==> src/hw/rtl/zstd_pkg.sv <==
// zstd_pkg: shared types, codes and tables for the text word decoder
// no dependencies; imported by every module of the decoder

package zstd_pkg;

	localparam int unsigned MAX_WORDS       = 31;
	localparam int unsigned QUEUE_DEPTH_DEF = 2;
	localparam logic [6:0]  MAX_CHARS_RST   = 7'd47;
	localparam logic [6:0]  CHAR_SPACE      = 7'd32;
	localparam logic [6:0]  CHAR_TILDE_NEXT = 7'd127;
	localparam logic [6:0]  UPPER_OFFSET    = 7'd59;
	localparam logic [6:0]  LOWER_OFFSET    = 7'd91;
	localparam int unsigned RESULTS_MAX     = 4;

	typedef enum logic [1:0] {
		KIND_CHAR = 2'd0,
		KIND_ABBR = 2'd1,
		KIND_END  = 2'd2
	} kind_t;

	typedef enum logic [0:0] {
		REG_ABBR_EN   = 1'b0,
		REG_MAX_CHARS = 1'b1
	} reg_idx_t;

	typedef struct packed {
		kind_t      kind;
		logic [6:0] code;
	} result_t;

	typedef struct packed {
		logic [2:0]                     count;
		result_t [RESULTS_MAX-1:0]      res;
	} bundle_t;

	typedef struct packed {
		logic full;
		logic empty;
	} q_stat_t;

	function automatic logic [6:0] punct_char(input logic [4:0] idx);
		logic [6:0] ch;
		case (idx)
			5'd0:  ch = 7'd0;
			5'd1:  ch = 7'd10;
			5'd2:  ch = 7'h30;
			5'd3:  ch = 7'h31;
			5'd4:  ch = 7'h32;
			5'd5:  ch = 7'h33;
			5'd6:  ch = 7'h34;
			5'd7:  ch = 7'h35;
			5'd8:  ch = 7'h36;
			5'd9:  ch = 7'h37;
			5'd10: ch = 7'h38;
			5'd11: ch = 7'h39;
			5'd12: ch = 7'h2e;
			5'd13: ch = 7'h2c;
			5'd14: ch = 7'h21;
			5'd15: ch = 7'h3f;
			5'd16: ch = 7'h5f;
			5'd17: ch = 7'h23;
			5'd18: ch = 7'h27;
			5'd19: ch = 7'h22;
			5'd20: ch = 7'h2f;
			5'd21: ch = 7'h5c;
			5'd22: ch = 7'h2d;
			5'd23: ch = 7'h3a;
			5'd24: ch = 7'h28;
			5'd25: ch = 7'h29;
			default: ch = 7'd0;
		endcase
		return ch;
	endfunction

endpackage

==> src/hw/rtl/zstd_front.sv <==
// zstd_front: takes text words, runs the three codes through the shift and
// escape state and packs the word's results into one queue entry; uses zstd_pkg

module zstd_front (
	input  logic               clk,
	input  logic               arst_n,
	input  logic               in_valid,
	output logic               in_stall,
	input  logic [15:0]        z_word,
	input  logic               abbr_en,
	input  logic [6:0]         max_chars,
	input  zstd_pkg::q_stat_t  q_stat,
	output logic               push,
	output zstd_pkg::bundle_t  push_data
);
	import zstd_pkg::*;

	typedef enum logic [1:0] {
		ALPHA_LOWER = 2'd0,
		ALPHA_UPPER = 2'd1,
		ALPHA_PUNCT = 2'd2
	} alpha_t;

	typedef enum logic [2:0] {
		PEND_NONE   = 3'd0,
		PEND_ABBR   = 3'd1,
		PEND_ESC_HI = 3'd2,
		PEND_ESC_LO = 3'd3
	} pend_t;

	typedef struct packed {
		logic [1:0] alpha;
		pend_t      pend;
		logic [4:0] esc;
		logic [6:0] cnt;
	} st_t;

	typedef struct packed {
		st_t     st;
		logic    emit;
		result_t res;
	} step_t;

	localparam st_t ST_RST = '{alpha: ALPHA_LOWER, pend: PEND_NONE, esc: 5'd0, cnt: 7'd0};

	function automatic step_t do_code(input st_t s, input logic [4:0] c,
			input logic allow, input logic [6:0] maxc);
		step_t      r;
		logic [9:0] zs;
		logic [6:0] ch;
		logic       want;
		r.st       = s;
		r.emit     = 1'b0;
		r.res.kind = KIND_CHAR;
		r.res.code = 7'd0;
		want       = 1'b0;
		ch         = 7'd0;
		zs         = {s.esc, c};
		case (s.pend)
			PEND_ABBR: begin
				r.st.pend  = PEND_NONE;
				r.emit     = 1'b1;
				r.res.kind = KIND_ABBR;
				r.res.code = {s.esc[1:0] - 2'd1, c};
			end
			PEND_ESC_HI: begin
				r.st.esc  = c;
				r.st.pend = PEND_ESC_LO;
			end
			PEND_ESC_LO: begin
				r.st.pend = PEND_NONE;
				if (zs >= 10'(CHAR_SPACE) && zs < 10'(CHAR_TILDE_NEXT)) begin
					want = 1'b1;
					ch   = zs[6:0];
				end
			end
			default: begin
				r.st.pend = PEND_NONE;
				if (c == 5'd0) begin
					r.st.alpha = ALPHA_LOWER;
					want       = 1'b1;
					ch         = CHAR_SPACE;
				end else if (c <= 5'd3) begin
					r.st.alpha = ALPHA_LOWER;
					if (allow) begin
						r.st.esc  = c;
						r.st.pend = PEND_ABBR;
					end
				end else if (c == 5'd4) begin
					r.st.alpha = ALPHA_UPPER;
				end else if (c == 5'd5) begin
					r.st.alpha = ALPHA_PUNCT;
				end else begin
					r.st.alpha = ALPHA_LOWER;
					case (s.alpha)
						ALPHA_UPPER: begin
							want = 1'b1;
							ch   = 7'(c) + UPPER_OFFSET;
						end
						ALPHA_PUNCT: begin
							if (c == 5'd6) begin
								r.st.pend = PEND_ESC_HI;
							end else begin
								want = 1'b1;
								ch   = punct_char(c - 5'd6);
							end
						end
						default: begin
							want = 1'b1;
							ch   = 7'(c) + LOWER_OFFSET;
						end
					endcase
				end
			end
		endcase
		if (want && s.cnt < maxc) begin
			r.st.cnt   = s.cnt + 7'd1;
			r.emit     = 1'b1;
			r.res.kind = KIND_CHAR;
			r.res.code = ch;
		end
		return r;
	endfunction

	st_t        st_q;
	logic [4:0] wcnt_q;

	step_t      stp0, stp1, stp2;
	logic [4:0] wcnt_next;
	logic       done;
	logic       accept;
	bundle_t    bnd;

	always_comb begin
		stp0 = do_code(st_q,    z_word[14:10], abbr_en, max_chars);
		stp1 = do_code(stp0.st, z_word[9:5],   abbr_en, max_chars);
		stp2 = do_code(stp1.st, z_word[4:0],   abbr_en, max_chars);

		wcnt_next = wcnt_q + 5'd1;
		done      = z_word[15] || (wcnt_next >= 5'(MAX_WORDS));

		bnd = '0;
		if (stp0.emit) begin
			bnd.res[bnd.count[1:0]] = stp0.res;
			bnd.count = bnd.count + 3'd1;
		end
		if (stp1.emit) begin
			bnd.res[bnd.count[1:0]] = stp1.res;
			bnd.count = bnd.count + 3'd1;
		end
		if (stp2.emit) begin
			bnd.res[bnd.count[1:0]] = stp2.res;
			bnd.count = bnd.count + 3'd1;
		end
		if (done) begin
			bnd.res[bnd.count[1:0]].kind = KIND_END;
			bnd.res[bnd.count[1:0]].code = 7'd0;
			bnd.count = bnd.count + 3'd1;
		end
	end

	assign in_stall  = q_stat.full;
	assign accept    = in_valid && !q_stat.full;
	assign push      = accept && (bnd.count != 3'd0);
	assign push_data = bnd;

	always_ff @(posedge clk or negedge arst_n) begin
		if (!arst_n) begin
			st_q   <= ST_RST;
			wcnt_q <= 5'd0;
		end else if (accept) begin
			if (done) begin
				st_q   <= ST_RST;
				wcnt_q <= 5'd0;
			end else begin
				st_q   <= stp2.st;
				wcnt_q <= wcnt_next;
			end
		end
	end

endmodule

==> src/hw/rtl/zstd_queue.sv <==
// zstd_queue: short queue of per-word result bundles between front and back
// uses zstd_pkg

module zstd_queue #(
	parameter int unsigned DEPTH = zstd_pkg::QUEUE_DEPTH_DEF
) (
	input  logic               clk,
	input  logic               arst_n,
	input  logic               push,
	input  zstd_pkg::bundle_t  push_data,
	input  logic               pop,
	output zstd_pkg::bundle_t  head,
	output zstd_pkg::q_stat_t  stat
);
	import zstd_pkg::*;

	localparam int unsigned PW = (DEPTH > 1) ? $clog2(DEPTH) : 1;
	localparam int unsigned CW = $clog2(DEPTH + 1);

	bundle_t         mem_q [DEPTH];
	logic [PW-1:0]   wr_ptr_q;
	logic [PW-1:0]   rd_ptr_q;
	logic [CW-1:0]   fill_q;
	logic            do_push;
	logic            do_pop;

	function automatic logic [PW-1:0] ptr_inc(input logic [PW-1:0] p);
		return (p == PW'(DEPTH - 1)) ? '0 : p + PW'(1);
	endfunction

	assign stat.full  = (fill_q == CW'(DEPTH));
	assign stat.empty = (fill_q == '0);
	assign do_push    = push && !stat.full;
	assign do_pop     = pop && !stat.empty;
	assign head       = mem_q[rd_ptr_q];

	always_ff @(posedge clk) begin
		if (do_push) begin
			mem_q[wr_ptr_q] <= push_data;
		end
	end

	always_ff @(posedge clk or negedge arst_n) begin
		if (!arst_n) begin
			wr_ptr_q <= '0;
			rd_ptr_q <= '0;
			fill_q   <= '0;
		end else begin
			if (do_push) begin
				wr_ptr_q <= ptr_inc(wr_ptr_q);
			end
			if (do_pop) begin
				rd_ptr_q <= ptr_inc(rd_ptr_q);
			end
			if (do_push && !do_pop) begin
				fill_q <= fill_q + CW'(1);
			end else if (do_pop && !do_push) begin
				fill_q <= fill_q - CW'(1);
			end
		end
	end

endmodule

==> src/hw/rtl/zstd_back.sv <==
// zstd_back: walks the head bundle one result per cycle into the output register
// while out_stall is low; uses zstd_pkg

module zstd_back (
	input  logic               clk,
	input  logic               arst_n,
	input  zstd_pkg::bundle_t  head,
	input  zstd_pkg::q_stat_t  q_stat,
	output logic               pop,
	output logic               out_valid,
	input  logic               out_stall,
	output logic [1:0]         result_kind,
	output logic [6:0]         result_code,
	output logic               last_result
);
	import zstd_pkg::*;

	logic [1:0] idx_q;
	logic       valid_q;
	result_t    res_q;
	logic       last_q;
	logic       load;
	logic       is_last;

	assign load    = !q_stat.empty && (!valid_q || !out_stall);
	assign is_last = ({1'b0, idx_q} + 3'd1) == head.count;
	assign pop     = load && is_last;

	always_ff @(posedge clk or negedge arst_n) begin
		if (!arst_n) begin
			idx_q   <= 2'd0;
			valid_q <= 1'b0;
		end else begin
			if (load) begin
				valid_q <= 1'b1;
				idx_q   <= is_last ? 2'd0 : idx_q + 2'd1;
			end else if (!out_stall) begin
				valid_q <= 1'b0;
			end
		end
	end

	// output word payload
	always_ff @(posedge clk) begin
		if (load) begin
			res_q  <= head.res[idx_q];
			last_q <= is_last;
		end
	end

	assign out_valid   = valid_q;
	assign result_kind = res_q.kind;
	assign result_code = res_q.code;
	assign last_result = last_q;

endmodule

==> src/hw/rtl/zstring_text_decoder.sv <==
// zstring_text_decoder: top level, configuration registers and the
// front / queue / back chain; uses zstd_pkg, zstd_front, zstd_queue, zstd_back
// a word's first result passes through its queue entry and then the output register before it is valid
// throughput: one result per cycle at the output register while out_stall is low; a word
// has 0 to 4 results; a word is taken every cycle the queue has room
// reset: asynchronous active-low, clears string state, queue and output; registers to defaults

module zstring_text_decoder #(
	parameter int unsigned QUEUE_DEPTH = zstd_pkg::QUEUE_DEPTH_DEF
) (
	input  logic        clk,
	input  logic        arst_n,
	input  logic        psel,
	input  logic        penable,
	input  logic        pwrite,
	input  logic [2:0]  paddr,
	input  logic [31:0] pwdata,
	output logic [31:0] prdata,
	output logic        pready,
	input  logic        in_valid,
	output logic        in_stall,
	input  logic [15:0] z_word,
	output logic        out_valid,
	input  logic        out_stall,
	output logic [1:0]  result_kind,
	output logic [6:0]  result_code,
	output logic        last_result
);
	import zstd_pkg::*;

	logic       abbr_en_q;
	logic [6:0] max_chars_q;
	reg_idx_t   reg_sel;
	logic       wr_en;

	logic       push;
	bundle_t    push_data;
	bundle_t    head;
	q_stat_t    q_stat;
	logic       pop;

	assign pready  = 1'b1;
	assign reg_sel = reg_idx_t'(paddr[2]);
	assign wr_en   = psel && penable && pwrite && pready;

	always_ff @(posedge clk or negedge arst_n) begin
		if (!arst_n) begin
			abbr_en_q   <= 1'b0;
			max_chars_q <= MAX_CHARS_RST;
		end else if (wr_en) begin
			case (reg_sel)
				REG_ABBR_EN:   abbr_en_q   <= pwdata[0];
				REG_MAX_CHARS: max_chars_q <= pwdata[6:0];
				default: ;
			endcase
		end
	end

	always_comb begin
		case (reg_sel)
			REG_ABBR_EN:   prdata = {31'd0, abbr_en_q};
			REG_MAX_CHARS: prdata = {25'd0, max_chars_q};
			default:       prdata = 32'd0;
		endcase
	end

	zstd_front u_front (
		.clk        (clk),
		.arst_n     (arst_n),
		.in_valid   (in_valid),
		.in_stall   (in_stall),
		.z_word     (z_word),
		.abbr_en    (abbr_en_q),
		.max_chars  (max_chars_q),
		.q_stat     (q_stat),
		.push       (push),
		.push_data  (push_data)
	);

	zstd_queue #(
		.DEPTH (QUEUE_DEPTH)
	) u_queue (
		.clk       (clk),
		.arst_n    (arst_n),
		.push      (push),
		.push_data (push_data),
		.pop       (pop),
		.head      (head),
		.stat      (q_stat)
	);

	zstd_back u_back (
		.clk         (clk),
		.arst_n      (arst_n),
		.head        (head),
		.q_stat      (q_stat),
		.pop         (pop),
		.out_valid   (out_valid),
		.out_stall   (out_stall),
		.result_kind (result_kind),
		.result_code (result_code),
		.last_result (last_result)
	);

endmodule
==> config.mk <==
export PLATFORM = sky130hd
export DESIGN_NAME = zstring_text_decoder
export DESIGN_NICKNAME = d
export VERILOG_FILES = /design/src/hw/rtl/zstd_pkg.sv /design/src/hw/rtl/zstd_front.sv /design/src/hw/rtl/zstd_queue.sv /design/src/hw/rtl/zstd_back.sv /design/src/hw/rtl/zstring_text_decoder.sv
export SDC_FILE = /design/constraint.sdc
export NUM_CORES = 1
export LEC_CHECK = 0
export BUFFER_PORTS_ARGS = -buffer_cell sky130_fd_sc_hd__buf_2
export CORE_AREA = 2 2 124 126
export CTS_BUF_LIST = sky130_fd_sc_hd__clkbuf_8
export CTS_CLUSTER_DIAMETER = 30
export DETAILED_ROUTE_END_ITERATION = 10
export DIE_AREA = 0 0 126 128
export HOLD_SLACK_MARGIN = 0.1
export PLACE_DENSITY = 0.95
export SYNTH_ARGS = -nofsm -noshare
export SYNTH_HDL_FRONTEND = slang
export SYNTH_SLANG_ARGS = --single-unit
==> constraint.sdc <==
create_clock -name clk -period 19.1 [get_ports clk]
set_input_delay 0 -clock clk [delete_from_list [all_inputs] [get_ports clk]]
set_output_delay 0 -clock clk [all_outputs]
set_load 0.02 [all_outputs]
# == Yosys cells after proc, flatten, opt, wreduce, memory -nomap -nowiden ==
# Memories as Yosys holds them, arrays and structs flattened.
# Index checks and enable logic that the tools add are counted.
# totals
register_bits,47
ramBits,78
mem_bits_ro,672
n_memories,4
# memory_table
name,words,word_bits,rd,rd_ports_with_merged_regs,wr,line,rtl
(no name shown),32,7,1,0,0,zstd_pkg.sv:43,case (idx)
(no name shown),32,7,1,0,0,zstd_pkg.sv:43,
(no name shown),32,7,1,0,0,zstd_pkg.sv:43,
u_queue.mem_q,2,39,1,0,1,zstd_queue.sv:20,bundle_t mem_q [DEPTH];
# op_classes
add_sub_neg,25
order_cmp,20
n_eq_ne,27
mux,127
bitwise_logic,1
n_reduce_logical,44
# op_table
operator,n
bitwise mux 36 bit,4
two-way mux 7 bit,19
two-way mux 39 bit,3
one-hot mux 7 bit (2 select lines),6
demux 9 bit (select 2 bit),4
two-way mux 17 bit,4
one-hot mux 32 bit (2 select lines),1
"== test 5 x 3 -> 1 bit, second input constant",9
two-way mux 9 bit,5
two-way mux 2 bit,18
two-way mux 5 bit,7
"greater-or-equal comparator 10 x 6 -> 1 bit, second input constant",3
"less-than comparator 10 x 7 -> 1 bit, second input constant",3
two-way mux 10 bit,3
one-hot mux 5 bit (2 select lines),3
two-way mux 1 bit,28
two-way mux 3 bit,9
two-way mux 8 bit,3
"adder 5 x 6 -> 7 bit, second input constant",3
"adder 5 x 7 -> 7 bit, second input constant",3
"adder 7 x 1 -> 7 bit, second input constant",3
less-than comparator 7 bit,3
logical AND 1 bit,19
binary-select mux 9 bit (select 2 bit),1
33 further kinds,80

# == Longest topological paths before layout ==
# Gate-level depths: netlist of the first run.
# depth
ltp_word,40
mapped_depth,32
ltp_nobuf,30

# == Hierarchy ==
# From an unflattened synthesis of the first run, not the netlist that was laid out.
# unflattened
hier_cells,1070
hier_area_um2,10161.0
# modules_own_cells
module,n_inst,cells_per_inst,area_each_um2,seq_area_each_um2
zstd_front,1,839,5874.4,525.5
zstd_queue,1,140,3007.9,2442.3
zstd_back,1,38,693.2,375.4
zstring_text_decoder,1,53,585.6,206.4

# == Worst setup path after synthesis of the first run ==
# No wires, ideal clock.
# synth_timing
path_kind,reg-to-reg
start,register max_chars_q[5]
end,"memory u_queue.mem_q[0][0] (netlist name), enable pin"
setup_ns,0.435
arrival_ns,7.452
t_required_ns,18.665
path_slack_ns,11.213
stages_incl_launch_ff,27
n_path_buf,1
synth_period_minus_slack_ns,7.887
path_cell_list,dfstp_2 -> inv_1 -> ha_1 -> a21o_1 -> a21oi_1 -> o21ai_0 -> a2111oi_0 -> xnor2_1 -> inv_1 -> ha_1 -> a21oi_1 -> o21ai_0 -> a21o_1 -> clkbuf_1 -> nor4_1 -> nand2_1 -> xnor2_1 -> ha_1 -> a21o_1 -> a21o_1 -> a21oi_1 -> nand4b_1 -> a211o_1 -> a211oi_4 -> nor2_2 -> a311o_1 -> nor2_1
# synth_between
elab_chain_cells,17
elab_cells_between_ends,22
classes_between,add/sub (4); order compare (3); mux (9); reduce/logical (6)
# synth_rtl
element,line,rtl
from (decl),zstring_text_decoder.sv:32,logic [6:0] max_chars_q;
from (signal assigned),zstring_text_decoder.sv:53,REG_MAX_CHARS: max_chars_q <= pwdata[6:0];
less-than comparator 7 bit,zstd_front.sv:116,if (want && s.cnt < maxc) begin
logical AND 1 bit,zstd_front.sv:116,
two-way mux 17 bit,zstd_front.sv:116,
less-than comparator 7 bit,zstd_front.sv:116,
logical AND 1 bit,zstd_front.sv:116,
two-way mux 17 bit,zstd_front.sv:116,
less-than comparator 7 bit,zstd_front.sv:116,
logical AND 1 bit,zstd_front.sv:116,
two-way mux 17 bit,zstd_front.sv:116,
two-way mux 39 bit *,zstd_front.sv:151,if (stp2.emit) begin
adder 3 x 1 -> 3 bit,zstd_front.sv:158,bnd.count = bnd.count + 3'd1;
two-way mux 39 bit *,zstd_front.sv:155,if (done) begin
nonzero test 3 bit *,zstd_front.sv:164,assign push = accept && (bnd.count != 3'd0);
logical AND 1 bit *,zstd_front.sv:164,
logical AND 1 bit *,zstd_queue.sv:33,assign do_push = push && !stat.full;
two-way mux 1 bit *,zstd_queue.sv:38,if (do_push) begin
two-way mux 1 bit (not written as such) *,zstd_queue.sv:39,mem_q[wr_ptr_q] <= push_data;
to (decl),zstd_queue.sv:20,
# Every way passes the cells marked *; elsewhere a longest branch is shown, timed or not.

# == Worst setup path in the final report of the first run ==
# layout_timing
start,register max_chars_q[5]
end,"memory u_queue.mem_q[1][1] (netlist name), enable pin"
# Same word-level chain as after synthesis.

==> results of run 1 <==
registers in the layout, summed over array words and instances (netlist names):
| signal | count |
|---|---|
| abbr_en_q | 1 |
| max_chars_q | 7 |
| u_back.idx_q | 2 |
| u_back.last_result | 1 |
| u_back.out_valid | 1 |
| u_back.result_code | 7 |
| u_back.result_kind | 2 |
| u_front.st_q | 16 |
| u_front.wcnt_q | 5 |
| u_queue.fill_q | 2 |
| u_queue.mem_q | 78 |
| u_queue.rd_ptr_q | 1 |
| u_queue.wr_ptr_q | 1 |
metrics by stage:
stage | instance area [sq um] | instances | worst slack [ns] | total power, W
2_1_floorplan | 9830 | 1056 | 11.21 | 0.000891
3_3_place_gp | 9940 | 1220 | 10.75 | 0.000996
3_5_place_dp | 9940 | 1220 | 10.59 | 0.00103
4_1_cts | 10500 | 1268 | 10.44 | 0.00127
5_1_grt | 10500 | 1268 | 9.83 | 0.00136
6_report | 10500 | 1268 | 10.31 | 0.00128
layout make-up:
type	instances	area [sq um]	area share
Clock inverter	15	176	0.0168
Timing Repair Buffer	68	428	0.0407
Tap cell	188	235	0.0224
Inverter	52	195	0.0186
Sequential cell	124	3550	0.338
Clock buffer	17	234	0.0223
Multi-Input combinational cell	804	5690	0.542
kinds of logic (layout without fill, tap and decap cells):
| family | after synthesis | in the layout | share of synthesized area |
|---|---|---|---|
| other cells | 2 | 26 | 0.000771 |
| simple gates | 321 | 321 | 0.161 |
| fa+ha+maj | 69 | 69 | 0.0883 |
| buf+inv | 128 | 152 | 0.0621 |
| flops | 124 | 124 | 0.364 |
| compound gates | 287 | 287 | 0.198 |
| mux | 57 | 57 | 0.0856 |
| xor+xnor | 44 | 44 | 0.0395 |
worst register-to-register path: stages (launching register included):
cell and delay [ns]:
dfstp_2 0.54, inv_1 0.08, ha_1 0.32, a21o_1 0.18, a21oi_1 0.25, o21ai_0 0.21
a2111oi_0 0.59, xnor2_1 0.28, inv_1 0.09, ha_1 0.28, nand4_1 0.11, a21oi_1 0.30
o21ai_0 0.15, a211oi_1 0.65, nor4_1 0.20, nand2_1 0.13, xnor2_1 0.25, ha_1 0.34
a21o_1 0.18, a21o_1 0.18, a21oi_1 0.43, nand4b_1 0.17, a211o_1 0.32, a211oi_4 0.70
nor2_2 0.15, a311o_1 0.46, nor2_4 0.84
cells in the final DEF, fill, tap and decap left out, types with 21 or more instances in the layout:
cell type,n
conb_1,26
dfrtp_1,31
edfxtp_1,88
nor3_1,34
nor2_1,90
nand2_1,85
o21ai_0,81
inv_1,53
mux2_2,21
ha_1,68
a21oi_1,59
buf_2,49
nand3_1,23
xnor2_1,31
power by group through the flow:
stage                     Sequential [W]  Combinational, W  Clock [W]
after CTS                       0.000464          0.000566   0.000244
after detailed placement        0.000469          0.000559          0
after global placement          0.000461          0.000534          0
after floorplan                 0.000458          0.000433          0
final                           0.000464          0.000572   0.000244
after global routing            0.000473          0.000628   0.000255
what timing repair did:
action | CTS | global route
hold buffers | 16 | 0
hold endpoints to repair | 55 | 0
buffers inserted | 0 | 0
path summary, 6_finish.rpt:
path	startpoint	end	slack, ns	cells past startpoint
max	max_chars_q[5]$_DFFE_PN1P_	u_queue.mem_q[1][1]$_DFFE_PP_	10.31	26
min	z_word[3]	u_front.st_q[13]$_DFFE_PN0P_	0.14	4
max reg2reg	max_chars_q[5]$_DFFE_PN1P_	u_queue.mem_q[1][1]$_DFFE_PP_	10.31	26
min reg2reg	u_back.out_valid$_DFFE_PN0P_	u_back.out_valid$_DFFE_PN0P_	0.48	2
max in group asynchronous	arst_n	u_queue.fill_q[1]$_DFFE_PN0P_	18.33	2
min in group asynchronous	arst_n	u_front.st_q[2]$_DFFE_PN0P_	0.20	2
per-layer routing:
metal,GRT usage,up-vias,share of wire
met5,0,-,0
met1,0.396,3883,0.40
met2,0.496,414,0.48
met4,0.133,0,0.039
met3,0.0505,85,0.078
li1,-,3857,-
==> flow_summary.json, run 1 <==
{
  "outcome": "completed",
  "port_buffers": 49,
  "end_kind": "register",
  "first_iter_violations": 946,
  "holdWs_ns": 0.140,
  "setup_violations": 0,
  "p_int_w": 0.000771,
  "async_reset_ff_frac": 0.290,
  "required_ns": 19.17,
  "clock_sinks": 124,
  "dieArea_sq_um": 16100,
  "synth_flop_cell": "edfxtp_1",
  "synthTopCellsByCount": "nor2_1 (92), edfxtp_1 (88), nand2_1 (85), o21ai_0 (81), ha_1 (68)",
  "antenna_found_initial": 0,
  "overflow": 0,
  "routed_wl_um": 24100,
  "syn_area_sq_um": 9740,
  "max_stage_delay_ns": 0.84,
  "hold_viol": 0,
  "wl_per_cell_um": 19.0,
  "hpwl_um": 17200,
  "crit_type": "register to register",
  "hp-class": "input port to register",
  "fillerInstances": 1095,
  "clock_latency_ns": 0.46,
  "start_kind": "register",
  "synth_area_leaders": "edfxtp_1 (27%), ha_1 (8.7%), dfrtp_1 (8.0%), mux4_2 (4.4%), o21ai_0 (4.2%)",
  "yosysWarnings": 0,
  "clockRootBuffer": "clkbuf_8",
  "p_per_area_nw_per_um2": 122,
  "diodes": 0,
  "period_minus_slack_ns": 8.79,
  "clk_path_buf_depth": 2,
  "relSlewSlack": 0.276,
  "p_sw_w": 0.000508,
  "switching_share": 0.397,
  "synth.distinct_cells": 89,
  "clkTransAtPathRegs_ns": 0.08,
  "area_growth_pct": 7.88,
  "gp_congestion": 0.994,
  "htree_levels": 4,
  "crit_fanout": 39,
  "io_pins": 103,
  "vias": 8239,
  "yosysTopAreaCellShare": 0.271,
  "setup_tns_ns": 0,
  "die_x_um": 126,
  "grt_pass1_vias": 7803,
  "worst_slew_pin_slew_ns": 1.08,
  "vdd.ir_drop.worst_v": 0.0000771,
  "cts_buffers": 17,
  "cts.repair.resized": 0,
  "grt_max_degree": 40,
  "path_buf_inv": 2,
  "max_freq_mhz": 114,
  "cpMaxStageDelayCell": "nor2_4",
  "synth.most_common_cell": "nor2_1",
  "nNetsFinal": 1193,
  "power_frac_seq": 0.362,
  "clock_skew_ns": 0.0164,
  "firstDrtPassIters": 7,
  "cts_tree": "done",
  "drive_gt1_frac": 0.144,
  "p_leak_nw": 4.28,
  "rows": 45,
  "drc_errors": 0,
  "ys_seq_area_frac": 0.364,
  "comb_power_share": 0.447,
  "initial_core_util": 0.656,
  "synth.avg_cell_area_sq_um": 9.44,
  "grt_use_total": 0.302,
  "syn_inst": 1032,
  "synth_seq_cells": 124,
  "grt_pass1_wl_um": 38800,
  "core_sq_um": 14900,
  "synth_edf_count": 88,
  "slew_viol_final": 0,
  "timing.final.crit_share": 0.460,
  "vias_per_cell": 6.50,
  "yosysTopAreaCell": "edfxtp_1",
  "crit_arrival_ns": 8.86,
  "rsz0062_at_grt": "false",
  "die_h_um": 128,
  "drv_cap": 0,
  "antenna_left": 0,
  "p_clk_frac": 0.190,
  "worst_path_dominant_cell_family": "compound AO/OA/AOI/OAI gates",
  "finish.utilization": 0.707
}
Note: power is estimated with default switching activity, not from simulation.
==> run 2: changes to the inputs <==
--- a/config.mk
+++ b/config.mk
@@ -6,13 +6,13 @@
 export NUM_CORES = 1
 export LEC_CHECK = 0
 export BUFFER_PORTS_ARGS = -buffer_cell sky130_fd_sc_hd__buf_2
-export CORE_AREA = 2 2 124 126
+export CORE_AREA = 2 2 135 137
 export CTS_BUF_LIST = sky130_fd_sc_hd__clkbuf_8
 export CTS_CLUSTER_DIAMETER = 30
 export DETAILED_ROUTE_END_ITERATION = 10
-export DIE_AREA = 0 0 126 128
+export DIE_AREA = 0 0 137 139
 export HOLD_SLACK_MARGIN = 0.1
-export PLACE_DENSITY = 0.95
+export PLACE_DENSITY = 0.87
 export SYNTH_ARGS = -nofsm -noshare
 export SYNTH_HDL_FRONTEND = slang
 export SYNTH_SLANG_ARGS = --single-unit
==> constraint.sdc (replaced) <==
create_clock -name clk -period 7.6 [get_ports clk]
set_input_delay 0 -clock clk [delete_from_list [all_inputs] [get_ports clk]]
set_output_delay 0 -clock clk [all_outputs]
set_load 0.02 [all_outputs]
==> flow_summary.json, run 2 (synthesis results as in run 1) <==
{
  "routed_wl_um": 24700,
  "setup_tns_ns": 0,
  "grt_pass1_vias": 7910,
  "drv_cap": 0,
  "max_freq_mhz": 137,
  "initial_core_util": 0.552,
  "finish.utilization": 0.608,
  "grt_pass1_wl_um": 40100,
  "worst_slack_ns": 0.312,
  "slew_viol_final": 0,
  "postCtsSetupBuffers": 0,
  "first_iter_violations": 805,
  "worst_path_dominant_cell_family": "compound AO/OA/AOI/OAI gates",
  "power_frac_seq": 0.357,
  "p_int_w": 0.00193,
  "clk_path_buf_depth": 2,
  "clockRootBuffer": "clkbuf_8",
  "drive_gt1_frac": 0.165,
  "setup_violations": 0,
  "regMostFlops": "u_queue.mem_q",
  "antenna_found_initial": 0,
  "fillerInstances": 1465,
  "largest_reg_flops": 78,
  "outcome": "completed",
  "start_kind": "register",
  "top_regs": "u_queue.mem_q: 78 flops, u_front.st_q: 16 flops",
  "nNetsFinal": 1209,
  "gp_congestion": 0.963,
  "rows": 49,
  "antenna_left": 0,
  "switching_share": 0.409,
  "p_per_area_nw_per_um2": 303,
  "die_h_um": 139,
  "cts_buffers": 17,
  "vias": 8390,
  "relSlewSlack": 0.385,
  "placed_cell_area_sq_um": 10200,
  "vias_per_cell": 6.33,
  "comb_power_share": 0.462,
  "clock_latency_ns": 0.46,
  "grt_use_total": 0.265,
  "dieArea_sq_um": 19000,
  "p_clk_frac": 0.181,
  "period_minus_slack_ns": 7.29,
  "clock_skew_ns": 0.0187,
  "io_pins": 103,
  "wl_per_cell_um": 18.6,
  "grt_max_degree": 37,
  "p_sw_w": 0.00133,
  "cpMaxStageDelayCell": "dfstp_2",
  "timing.final.crit_share": 0.959,
  "port_buffers": 49,
  "area_growth_pct": 10.2,
  "cts_tree": "done",
  "end_kind": "register",
  "hp-class": "input port to register",
  "layout_commonest_cell": "nor2_1",
  "diodes": 0,
  "htree_levels": 4,
  "drc_errors": 0,
  "hpwl_um": 17500,
  "required_ns": 7.76,
  "worst_slew_pin_slew_ns": 0.922,
  "wl_met3_um": 1780,
  "clock_sinks": 124,
  "p_leak_nw": 4.38,
  "hold_viol": 0,
  "crit_fanout": 16,
  "max_stage_delay_ns": 0.55,
  "firstDrtPassIters": 9,
  "pre_cts_ws_ns": 0.362,
  "top_layer_used": "met4",
  "crit_arrival_ns": 7.44,
  "die_x_um": 137,
  "crit_type": "register to register",
  "vdd.ir_drop.worst_v": 0.000166,
  "layout_common_cells": "nor2_1 (89), edfxtp_1 (88), nand2_1 (85), o21ai_0 (80), ha_1 (68)",
  "overflow": 0,
  "wl_met2_um": 12100,
  "core_sq_um": 17700,
  "met1_length_um": 9980,
  "path_buf_inv": 4,
  "fin_area_sq_um": 10700,
  "clkTransAtPathRegs_ns": 0.09
}
[run 2: cell count changes in the layout (fill, tap and decap cells not counted), sizes merged]
cell | before | now
buf | 52 | 68
inv | 56 | 61
clkinvlp | 3 | 0
bufinv | 3 | 1
[run 2: worst reg2reg max path, delay by kind of cell, from the launching register on]
kind | cells | cell delay, ns
compound gates | 13 | 3.13
xor+xnor | 2 | 0.60
fa+ha+maj | 3 | 0.93
buf+inv | 4 | 0.58
flops | 1 | 0.55
simple gates | 6 | 1.19
[run 2: power groups by stage]
stage	combinational, W	clock (W)	sequential [W]
4_1_cts	0.00148	0.000595	0.00117
3_3_place_gp	0.00140	0	0.00116
5_1_grt	0.00166	0.000626	0.00119
2_1_floorplan	0.00109	0	0.00115
3_5_place_dp	0.00146	0	0.00118
6_report	0.00150	0.000590	0.00116
[run 2: what timing repair did]
action,in CTS,in global routing
setup endpoints to repair,0,150
hold endpoints to repair,56,0
hold buffers,16,0
resized for setup,0,10
[run 2: layer usage]
layer / up-vias / GRT usage
met2: 404 / 0.441
met3: 78 / 0.0464
met5: - / 0
met1: 4013 / 0.345
li1: 3895 / -
met4: 0 / 0.0977
[run 2: metrics by stage]
step	hold WS (ns)	power, W	cells
2_1_floorplan	-0.296	0.00224	1056
3_3_place_gp	0.157	0.00255	1277
3_5_place_dp	0.159	0.00264	1277
4_1_cts	0.110	0.00324	1325
5_1_grt	0.175	0.00347	1325
6_report	0.137	0.00326	1325
[run 2: path summary, 6_finish.rpt]
check / endpoint / from / slack [ns] / depth (start not counted)
max in group asynchronous: u_front.st_q[8]$_DFFE_PN0P_ / arst_n / 6.81 / 2
worst max register to register: u_queue.mem_q[0][23]$_DFFE_PP_ / max_chars_q[5]$_DFFE_PN1P_ / 0.31 / 28
min in group asynchronous: u_back.idx_q[1]$_DFFE_PN0P_ / arst_n / 0.22 / 2
worst min-delay path: u_front.st_q[13]$_DFFE_PN0P_ / z_word[3] / 0.14 / 4
worst min register to register: u_back.out_valid$_DFFE_PN0P_ / u_back.out_valid$_DFFE_PN0P_ / 0.51 / 2
worst max-delay path: u_queue.mem_q[0][23]$_DFFE_PP_ / max_chars_q[5]$_DFFE_PN1P_ / 0.31 / 28
[run 2: layout make-up]
class	count	area, sq um	area share
multi-input combinational	804	5740	0.534
sequential	124	3550	0.331
timing repair buffer	84	586	0.0545
tap	229	287	0.0267
clock buffer	17	234	0.0218
inverter	52	195	0.0182
clock inverter	15	153	0.0142
